### src/sv/ppr_pkg.sv
// shared constants, types and the rank weight table of the pattern ranker
// depends on nothing
package ppr_pkg;

	localparam int BOARD_CELLS = 16;
	localparam int MAX_PATTERN = 8;
	localparam int KMAX        = (MAX_PATTERN < BOARD_CELLS) ? MAX_PATTERN : BOARD_CELLS;
	localparam int TILE_W      = 4;
	localparam int BOARD_W     = 64;
	localparam int POS_W       = $clog2(BOARD_CELLS);
	localparam int KLEN_W      = (MAX_PATTERN > 1) ? $clog2(MAX_PATTERN) : 1;
	localparam int SIZE_W      = 4;
	localparam int TILES_W     = 32;
	localparam int CFG_DATA_W  = 32;
	localparam int CFG_IDX_W   = 1;
	localparam int RANK_W      = 29;
	localparam int QUEUE_DEPTH = 2;
	localparam int QPTR_W      = (QUEUE_DEPTH > 1) ? $clog2(QUEUE_DEPTH) : 1;
	localparam int QCNT_W      = $clog2(QUEUE_DEPTH + 1);

	localparam logic [SIZE_W-1:0]  SIZE_RESET  = SIZE_W'(8);
	localparam logic [TILES_W-1:0] TILES_RESET = 32'h7654_3210;

	// configuration register indexes
	typedef enum logic [CFG_IDX_W-1:0] {
		REG_PATTERN_SIZE  = 1'b0,
		REG_PATTERN_TILES = 1'b1
	} cfg_reg_t;

	// classified word passed from front to back
	typedef struct packed {
		logic [MAX_PATTERN-1:0][POS_W-1:0] pos;
		logic [KLEN_W-1:0]                 klen;
		logic                              bad;
	} ppr_word_t;

	typedef logic [MAX_PATTERN-1:0][MAX_PATTERN-1:0][RANK_W-1:0] weight_tab_t;

	// weight of digit j for pattern length k: (N-1-j)! / (N-k)!
	function automatic weight_tab_t build_weights();
		weight_tab_t t;
		longint      w;
		int          kk;
		int          jj;
		int          m;
		t = '0;
		for (kk = 1; kk <= MAX_PATTERN; kk++) begin
			for (jj = 0; jj < kk; jj++) begin
				w = 1;
				for (m = BOARD_CELLS - kk + 1; m + jj + 1 <= BOARD_CELLS; m++) begin
					w = w * m;
				end
				t[kk-1][jj] = w[RANK_W-1:0];
			end
		end
		return t;
	endfunction

	localparam weight_tab_t WEIGHTS = build_weights();

	// largest rank: N!/(N-k)! - 1 at the longest pattern
	localparam longint RANK_MAX = longint'(BOARD_CELLS) * longint'(WEIGHTS[KMAX-1][0]) - 1;

endpackage

### src/sv/ppr_front.sv
// front: takes a board word, finds each pattern tile's cell and flags bad boards
// depends on ppr_pkg
module ppr_front (
	input  logic                                clk,
	input  logic                                arst_n,
	input  logic                                board_valid,
	input  logic [ppr_pkg::BOARD_W-1:0]         board,
	output logic                                board_stall,
	input  logic [ppr_pkg::KLEN_W-1:0]          klen_m1,
	input  logic [ppr_pkg::TILES_W-1:0]         tiles,
	output logic                                push_valid,
	output ppr_pkg::ppr_word_t                  push_word,
	input  logic                                queue_full
);

	logic [ppr_pkg::MAX_PATTERN-1:0][ppr_pkg::BOARD_CELLS-1:0] hit;
	logic [ppr_pkg::MAX_PATTERN-1:0][ppr_pkg::TILE_W-1:0]      tile;
	logic [ppr_pkg::MAX_PATTERN-1:0]                           used;
	ppr_pkg::ppr_word_t                                        word_d;
	ppr_pkg::ppr_word_t                                        word_s1;
	logic                                                      valid_s1;
	logic                                                      load;

	// tile match vectors per pattern index
	always_comb begin
		for (int j = 0; j < ppr_pkg::MAX_PATTERN; j++) begin
			tile[j] = tiles[j*ppr_pkg::TILE_W +: ppr_pkg::TILE_W];
			used[j] = (ppr_pkg::KLEN_W'(j) <= klen_m1);
			for (int c = 0; c < ppr_pkg::BOARD_CELLS; c++) begin
				hit[j][c] = (board[c*ppr_pkg::TILE_W +: ppr_pkg::TILE_W] == tile[j]);
			end
		end
	end

	// encode positions, check single hit and repeated pattern tiles
	always_comb begin
		word_d      = '0;
		word_d.klen = klen_m1;
		for (int j = 0; j < ppr_pkg::MAX_PATTERN; j++) begin
			for (int c = 0; c < ppr_pkg::BOARD_CELLS; c++) begin
				if (hit[j][c]) begin
					word_d.pos[j] = word_d.pos[j] | ppr_pkg::POS_W'(c);
				end
			end
			if (used[j] && ((hit[j] == '0) ||
					((hit[j] & (hit[j] - ppr_pkg::BOARD_CELLS'(1))) != '0))) begin
				word_d.bad = 1'b1;
			end
			for (int i = 0; i < j; i++) begin
				if (used[j] && (tile[i] == tile[j])) begin
					word_d.bad = 1'b1;
				end
			end
		end
	end

	// front register, frees when the queue takes its word
	assign load        = !valid_s1 || !queue_full;
	assign board_stall = !load;
	assign push_valid  = valid_s1;
	assign push_word   = word_s1;

	always_ff @(posedge clk or negedge arst_n) begin
		if (!arst_n) begin
			valid_s1 <= 1'b0;
		end else if (load) begin
			valid_s1 <= board_valid;
		end
	end

	always_ff @(posedge clk) begin
		if (load && board_valid) begin
			word_s1 <= word_d;
		end
	end

endmodule

### src/sv/ppr_queue.sv
// short queue of classified words between front and back
// depends on ppr_pkg
module ppr_queue (
	input  logic                clk,
	input  logic                arst_n,
	input  logic                push_valid,
	input  ppr_pkg::ppr_word_t  push_word,
	output logic                full,
	output logic                head_valid,
	output ppr_pkg::ppr_word_t  head_word,
	input  logic                pop_ready
);

	ppr_pkg::ppr_word_t          mem_q [ppr_pkg::QUEUE_DEPTH];
	logic [ppr_pkg::QPTR_W-1:0]  wr_ptr_q;
	logic [ppr_pkg::QPTR_W-1:0]  rd_ptr_q;
	logic [ppr_pkg::QCNT_W-1:0]  count_q;
	logic                        push;
	logic                        pop;

	assign full       = (count_q == ppr_pkg::QCNT_W'(ppr_pkg::QUEUE_DEPTH));
	assign head_valid = (count_q != '0);
	assign head_word  = mem_q[rd_ptr_q];
	assign push       = push_valid && !full;
	assign pop        = head_valid && pop_ready;

	// pointers and fill count
	always_ff @(posedge clk or negedge arst_n) begin
		if (!arst_n) begin
			wr_ptr_q <= '0;
			rd_ptr_q <= '0;
			count_q  <= '0;
		end else begin
			if (push) begin
				wr_ptr_q <= (wr_ptr_q == ppr_pkg::QPTR_W'(ppr_pkg::QUEUE_DEPTH - 1)) ?
					'0 : wr_ptr_q + 1'b1;
			end
			if (pop) begin
				rd_ptr_q <= (rd_ptr_q == ppr_pkg::QPTR_W'(ppr_pkg::QUEUE_DEPTH - 1)) ?
					'0 : rd_ptr_q + 1'b1;
			end
			if (push && !pop) begin
				count_q <= count_q + 1'b1;
			end else if (pop && !push) begin
				count_q <= count_q - 1'b1;
			end
		end
	end

	// entry storage
	always_ff @(posedge clk) begin
		if (push) begin
			mem_q[wr_ptr_q] <= push_word;
		end
	end

endmodule

### src/sv/ppr_back.sv
// back: digits, weighted products and their sum, with the output register
// depends on ppr_pkg
module ppr_back (
	input  logic                        clk,
	input  logic                        arst_n,
	input  logic                        head_valid,
	input  ppr_pkg::ppr_word_t          head_word,
	output logic                        pop_ready,
	output logic                        rank_valid,
	input  logic                        rank_stall,
	output logic [ppr_pkg::RANK_W-1:0]  rank,
	output logic                        bad_board
);

	localparam int NP = ppr_pkg::MAX_PATTERN;

	logic [NP-1:0][ppr_pkg::POS_W-1:0]          cnt;
	logic [NP-1:0][ppr_pkg::POS_W-1:0]          digit;
	logic [NP-1:0][ppr_pkg::RANK_W-1:0]         prod;
	logic [NP-1:0][ppr_pkg::RANK_W-1:0]         prod_s2;
	logic [(NP+1)/2-1:0][ppr_pkg::RANK_W-1:0]   pair_d;
	logic [(NP+1)/2-1:0][ppr_pkg::RANK_W-1:0]   pair_s3;
	logic [ppr_pkg::RANK_W-1:0]          total;
	logic                                bad_s2;
	logic                                bad_s3;
	logic                                valid_s2;
	logic                                valid_s3;
	logic [ppr_pkg::RANK_W-1:0]          rank_s4;
	logic                                bad_s4;
	logic                                valid_s4;
	logic                                en_s2;
	logic                                en_s3;
	logic                                en_s4;

	// stage enables, a stage moves when the one after it is free
	assign en_s4     = !valid_s4 || !rank_stall;
	assign en_s3     = !valid_s3 || en_s4;
	assign en_s2     = !valid_s2 || en_s3;
	assign pop_ready = en_s2;

	// digits: position less the earlier positions below it, times the weight
	always_comb begin
		for (int j = 0; j < NP; j++) begin
			cnt[j] = '0;
			for (int i = 0; i < j; i++) begin
				if (head_word.pos[i] < head_word.pos[j]) begin
					cnt[j] = cnt[j] + 1'b1;
				end
			end
			digit[j] = head_word.pos[j] - cnt[j];
			if (ppr_pkg::KLEN_W'(j) <= head_word.klen) begin
				prod[j] = ppr_pkg::RANK_W'(
					{{(ppr_pkg::RANK_W-ppr_pkg::POS_W){1'b0}}, digit[j]} *
					ppr_pkg::WEIGHTS[head_word.klen][j]);
			end else begin
				prod[j] = '0;
			end
		end
	end

	// pairwise sums of products
	always_comb begin
		pair_d = '0;
		for (int p = 0; p < NP; p += 2) begin
			if (p + 1 < NP) begin
				pair_d[p/2] = prod_s2[p] + prod_s2[p+1];
			end else begin
				pair_d[p/2] = prod_s2[p];
			end
		end
	end

	// final sum of the pair sums
	always_comb begin
		total = '0;
		for (int p = 0; p < (NP + 1) / 2; p++) begin
			total = total + pair_s3[p];
		end
	end

	// stage valids
	always_ff @(posedge clk or negedge arst_n) begin
		if (!arst_n) begin
			valid_s2 <= 1'b0;
			valid_s3 <= 1'b0;
			valid_s4 <= 1'b0;
		end else begin
			if (en_s2) valid_s2 <= head_valid;
			if (en_s3) valid_s3 <= valid_s2;
			if (en_s4) valid_s4 <= valid_s3;
		end
	end

	// stage payloads
	always_ff @(posedge clk) begin
		if (en_s2 && head_valid) begin
			prod_s2 <= prod;
			bad_s2  <= head_word.bad;
		end
		if (en_s3 && valid_s2) begin
			pair_s3 <= pair_d;
			bad_s3  <= bad_s2;
		end
		if (en_s4 && valid_s3) begin
			rank_s4 <= bad_s3 ? '0 : total;
			bad_s4  <= bad_s3;
		end
	end

	assign rank_valid = valid_s4;
	assign rank       = rank_s4;
	assign bad_board  = bad_s4;

endmodule

### src/sv/pattern_permutation_rank.sv
// path: an accepted board word passes the front register, the queue and the back
// stages before rank_valid rises, and waits longer only while the output is stalled
// throughput: one board word per cycle while the output is not stalled, set by the front
// register, the 2-entry queue and the three back stages (products, pair sums, final sum)
// reset: asynchronous, clears all valids and the queue; pattern_size = 8, tiles 0..7
module pattern_permutation_rank (
	input  logic                            clk,
	input  logic                            arst_n,
	input  logic                            cfg_write,
	input  logic [ppr_pkg::CFG_IDX_W-1:0]   cfg_index,
	input  logic [ppr_pkg::CFG_DATA_W-1:0]  cfg_data,
	input  logic                            board_valid,
	output logic                            board_stall,
	input  logic [ppr_pkg::BOARD_W-1:0]     board,
	output logic                            rank_valid,
	input  logic                            rank_stall,
	output logic [ppr_pkg::RANK_W-1:0]      rank,
	output logic                            bad_board
);

	logic [ppr_pkg::SIZE_W-1:0]   size_q;
	logic [ppr_pkg::TILES_W-1:0]  tiles_q;
	logic [ppr_pkg::KLEN_W-1:0]   klen_m1;
	logic                         push_valid;
	ppr_pkg::ppr_word_t           push_word;
	logic                         queue_full;
	logic                         head_valid;
	ppr_pkg::ppr_word_t           head_word;
	logic                         pop_ready;

	// configuration registers
	always_ff @(posedge clk or negedge arst_n) begin
		if (!arst_n) begin
			size_q  <= ppr_pkg::SIZE_RESET;
			tiles_q <= ppr_pkg::TILES_RESET;
		end else if (cfg_write) begin
			unique case (ppr_pkg::cfg_reg_t'(cfg_index))
				ppr_pkg::REG_PATTERN_SIZE:  size_q  <= cfg_data[ppr_pkg::SIZE_W-1:0];
				ppr_pkg::REG_PATTERN_TILES: tiles_q <= cfg_data[ppr_pkg::TILES_W-1:0];
				default: ;
			endcase
		end
	end

	// pattern length clamped to 1..KMAX, kept as length minus one
	always_comb begin
		if (size_q == '0) begin
			klen_m1 = '0;
		end else if (size_q > ppr_pkg::SIZE_W'(ppr_pkg::KMAX)) begin
			klen_m1 = ppr_pkg::KLEN_W'(ppr_pkg::KMAX - 1);
		end else begin
			klen_m1 = ppr_pkg::KLEN_W'(size_q - 1'b1);
		end
	end

	ppr_front u_front (
		.clk         (clk),
		.arst_n      (arst_n),
		.board_valid (board_valid),
		.board       (board),
		.board_stall (board_stall),
		.klen_m1     (klen_m1),
		.tiles       (tiles_q),
		.push_valid  (push_valid),
		.push_word   (push_word),
		.queue_full  (queue_full)
	);

	ppr_queue u_queue (
		.clk        (clk),
		.arst_n     (arst_n),
		.push_valid (push_valid),
		.push_word  (push_word),
		.full       (queue_full),
		.head_valid (head_valid),
		.head_word  (head_word),
		.pop_ready  (pop_ready)
	);

	ppr_back u_back (
		.clk        (clk),
		.arst_n     (arst_n),
		.head_valid (head_valid),
		.head_word  (head_word),
		.pop_ready  (pop_ready),
		.rank_valid (rank_valid),
		.rank_stall (rank_stall),
		.rank       (rank),
		.bad_board  (bad_board)
	);

endmodule

### config.mk
export PLATFORM = sky130hd
export DESIGN_NAME = pattern_permutation_rank
export DESIGN_NICKNAME = d
export VERILOG_FILES = /design/src/sv/ppr_pkg.sv /design/src/sv/ppr_front.sv /design/src/sv/ppr_queue.sv /design/src/sv/ppr_back.sv /design/src/sv/pattern_permutation_rank.sv
export SDC_FILE = /design/constraint.sdc
export NUM_CORES = 2
export LEC_CHECK = 0
export BUFFER_PORTS_ARGS = -buffer_cell sky130_fd_sc_hd__buf_2
export CAP_MARGIN = 20
export CORE_UTILIZATION = 55
export DETAILED_ROUTE_END_ITERATION = 12
export GPL_ROUTABILITY_DRIVEN = 0
export HOLD_SLACK_MARGIN = 0.06
export PLACE_DENSITY_LB_ADDON = 0.1
export SYNTH_ARGS = -nofsm -noshare
export SYNTH_HDL_FRONTEND = slang
export SYNTH_SLANG_ARGS = --single-unit
### constraint.sdc
create_clock -name clk -period 9.5 [get_ports clk]
set_clock_uncertainty 0.1 [all_clocks]
set_input_delay 2.375 -clock clk [delete_from_list [all_inputs] [get_ports clk]]
set_output_delay 2.375 -clock clk [all_outputs]
set_load 0.05 [all_outputs]
==> impl_results.md <==
- Hold depth: 0
- Most frequent cell after synthesis: xor2_1
- H-Tree Depth: 2
- Largest net degree at the start of global routing: 74
- Leading area contributor after synthesis: edfxtp_1
- DR iter-0 viols: 2,152
- Crit share post-route: 0.885
- Terminus of the critical flop-to-flop path: u_back.prod_s2[128]
- Post-synthesis mux area share: 0.0237
- Relative slew slack: 0.225
- Vias after detailed routing: roughly 30,000
- Area share of xor/xnor cells in the synthesized design: 0.182
- WL final: between 100 and 150 mm
- Sequential area share after synthesis: 0.291
- Layout cell share with drive strength beyond 1: 0.0861
- Worst-margin pin slew: 1.15 ns
- Port Buffer Count: roughly 130
- Multi-input logic area: between 0.02 and 0.03 sq mm
- Starting Density: 0.558
- Worst setup EP type: flop
- Post-Syn Instances: between 4,000 and 5,000
- Tmin final: 8.41 ns
- Height of the die: between 200 and 300 microns
- CTS tree: done
- DR pass1 iterations: 6
- Number of synthesized flops with an enable pin: 350
- Worst min path class: flop to flop
- First-pass GRT wire length: about 160 mm
- Mapped Nets: 4,750
- Gr usage total: 0.279
- Clock latency on the worst-skew pair: ~0.59 ns
- Crit-path slowest cell: dfrtp_2
- Final setup margin: between 1 and 1.5 ns
- CP startpoint kind: flop
- Max_cap viols: 0
- Layout Utilization: 0.592
- Unrepaired setup endpoints after global routing: false
- Post-DRT Antenna Nets: 0
- CTS sink count: just under 400
- Root buffer cell: clkbuf_16
- Fin. max-slew vios: 0
- Area grow syn2layout: 6.11%
- Post-synth top flop: edfxtp_1
- Die area: 0.0737 sq mm
- Compound-cell area share of the yosys netlist: 0.0903
- Post-synth top area share: 0.263
- Post-CTS sizing: 0
- R2R Setup Slk: around 1.1 ns
- HPWL after detailed placement: ~80 mm
- Simple logic cell fraction of the synthesized area: 0.142
- Io pins: 134
- Synthesized area per cell: 9.75 sq um
- Die W: between 200 and 300 microns
- Row Count: a little under 100
- Critical Path AT: just under 9 ns
- Ys async rst share: 0.112
- Vias in the first global route: approximately 28,000
- Average routed wire per standard cell: 20.3 microns
- Synthesized area: between 0.03 and 0.04 sq mm
- Worst slack at placement: ~1.1 ns
- CTS Buffer Depth: 3
- CTS Hold Bufs: 0
- Reg area: around 0.012 sq mm
- Outcome: complete, no violations
- Finish-stage setup viols: 0
- Post-Synth Adder-Cell Area: 0.209
- Total negative slack: 0 ns
- # nets final: roughly 4,800
- Fillers: between 6,000 and 7,000
- Critical-path maximum fanout: 22
- Critical path startpoint: u_queue.rd_ptr_q
- Synth top cells by count: xor2_1, ha_1, xnor2_1, edfxtp_1, nor2_1
- Critical Path Sink: u_back.prod_s2[128]
- Clk pin slew, worst setup/hold paths: about 0.060 ns
- CP required: between 9 and 10 ns
- CP Class: flop to flop
- Total gr overflow: 0
- Top post-synthesis cells by area: edfxtp_1, ha_1, xor2_1
- Synth unique cells: 86
- Max incr delay on CP: 0.77 ns
- YS warnings: 0
- Final Hold Vio Count: 0
- Seq cells post-synth: 394
- Largest family of logic cells by synthesized area: adder cells
- Vias per cell: just under 6
- Fmax: around 120 MHz
- CTS buffer count: 45
- Core area: about 0.072 sq mm
- Initial antenna violation count: 0
- Drt drc: 0
- Reg2reg path depth: 29
- Worst r2r src: u_queue.rd_ptr_q
- Post-CTS setup buffers: 0
per-layer routing:
layer  GRT usage  routed length [microns]  vias to the layer above
li1            -                        -                    14222
met1       0.361                    44000                    14133
met2       0.467                    48700                      970
met3      0.0307                     5680                      237
met4       0.133                     5290                        0
met5           0                        0                        -
kinds of logic after synthesis:
family / Yosys count
multiplexers: 87
AO/OA/AOI/OAI: 562
adder cells (fa/ha/maj): 568
flip-flops: 394
buffers and inverters: 511
XOR/XNOR: 830
AND/OR/NAND/NOR: 1144
sequential cells by signal, summed over array words and instances, names as in the netlist, 2 cells and up:
| register | cells |
|---|---|
| u_queue.mem_q | 72 |
| u_back.prod_s2 | 133 |
| u_back.rank | 29 |
| tiles_q | 32 |
| size_q | 4 |
| u_queue.count_q | 2 |
| u_front.push_word | 36 |
| u_back.pair_s3 | 77 |
cell type report:
class / instances / area share
diodes: 1 / 0.0000590
repair buffers: 187 / 0.0257
clock inverters: 24 / 0.00543
multi-input cells: 3191 / 0.611
flip-flops and latches: 394 / 0.274
clock buffers: 56 / 0.0283
well taps: 950 / 0.0280
inverters: 308 / 0.0273
stage by stage:
step / std cells / instance area [sq um] / hold WS (ns)
after floorplan: 4096 / 39900 / 0.300
after global placement: 5026 / 40900 / 0.324
after detailed placement: 5026 / 40900 / 0.329
after CTS: 5106 / 42300 / 0.340
after global routing: 5110 / 42400 / 0.347
final: 5111 / 42400 / 0.342
critical path, delay by kind of cell (launching register included):
family	cells	cell delay, ns
AND/OR/NAND/NOR	4	0.59
multiplexers	2	0.77
AO/OA/AOI/OAI	11	2.06
flip-flops	1	0.77
adder cells (fa/ha/maj)	7	2.99
buffers and inverters	4	0.60
XOR/XNOR	1	0.24
cell usage in the layout (no fill, tap or decap), types with 12 or more instances in the layout:
cell type / n
xor2_1: 466
ha_1: 384
xnor2_1: 364
edfxtp_1: 350
nor2_1: 337
inv_1: 300
nand2_1: 215
fa_1: 168
a21oi_1: 155
buf_2: 135
nor4_1: 111
o21ai_0: 109
nor3_1: 87
nand4_1: 79
nand3_1: 73
a21o_1: 61
nand2b_1: 55
mux2_2: 52
buf_4: 50
clkbuf_16: 45
nor2b_1: 41
mux2i_1: 32
o21a_1: 32
dfrtp_1: 30
and2_1: 29
and3_1: 29
o21bai_1: 26
or3_1: 24
a21boi_0: 17
o211ai_1: 17
a211oi_1: 16
a31oi_1: 16
maj3_1: 16
or2_2: 15
o22ai_1: 13
dfstp_2: 13
o21ai_1: 12
worst min-delay path by stage:
stage                          startpoint              endpoint
floorplan                   u_back.bad_s2         u_back.bad_s3
global placement    u_front.push_word[28]  u_queue.mem_q[0][28]
detailed placement  u_front.push_word[35]  u_queue.mem_q[1][35]
CTS                  u_front.push_word[1]   u_queue.mem_q[0][1]
global route         u_front.push_word[5]   u_queue.mem_q[0][5]
finish                      u_back.bad_s2         u_back.bad_s3
Power is left out: the tool's default activity adds up to more than one toggle a clock period on the data nets, which glitch-free logic cannot reach.
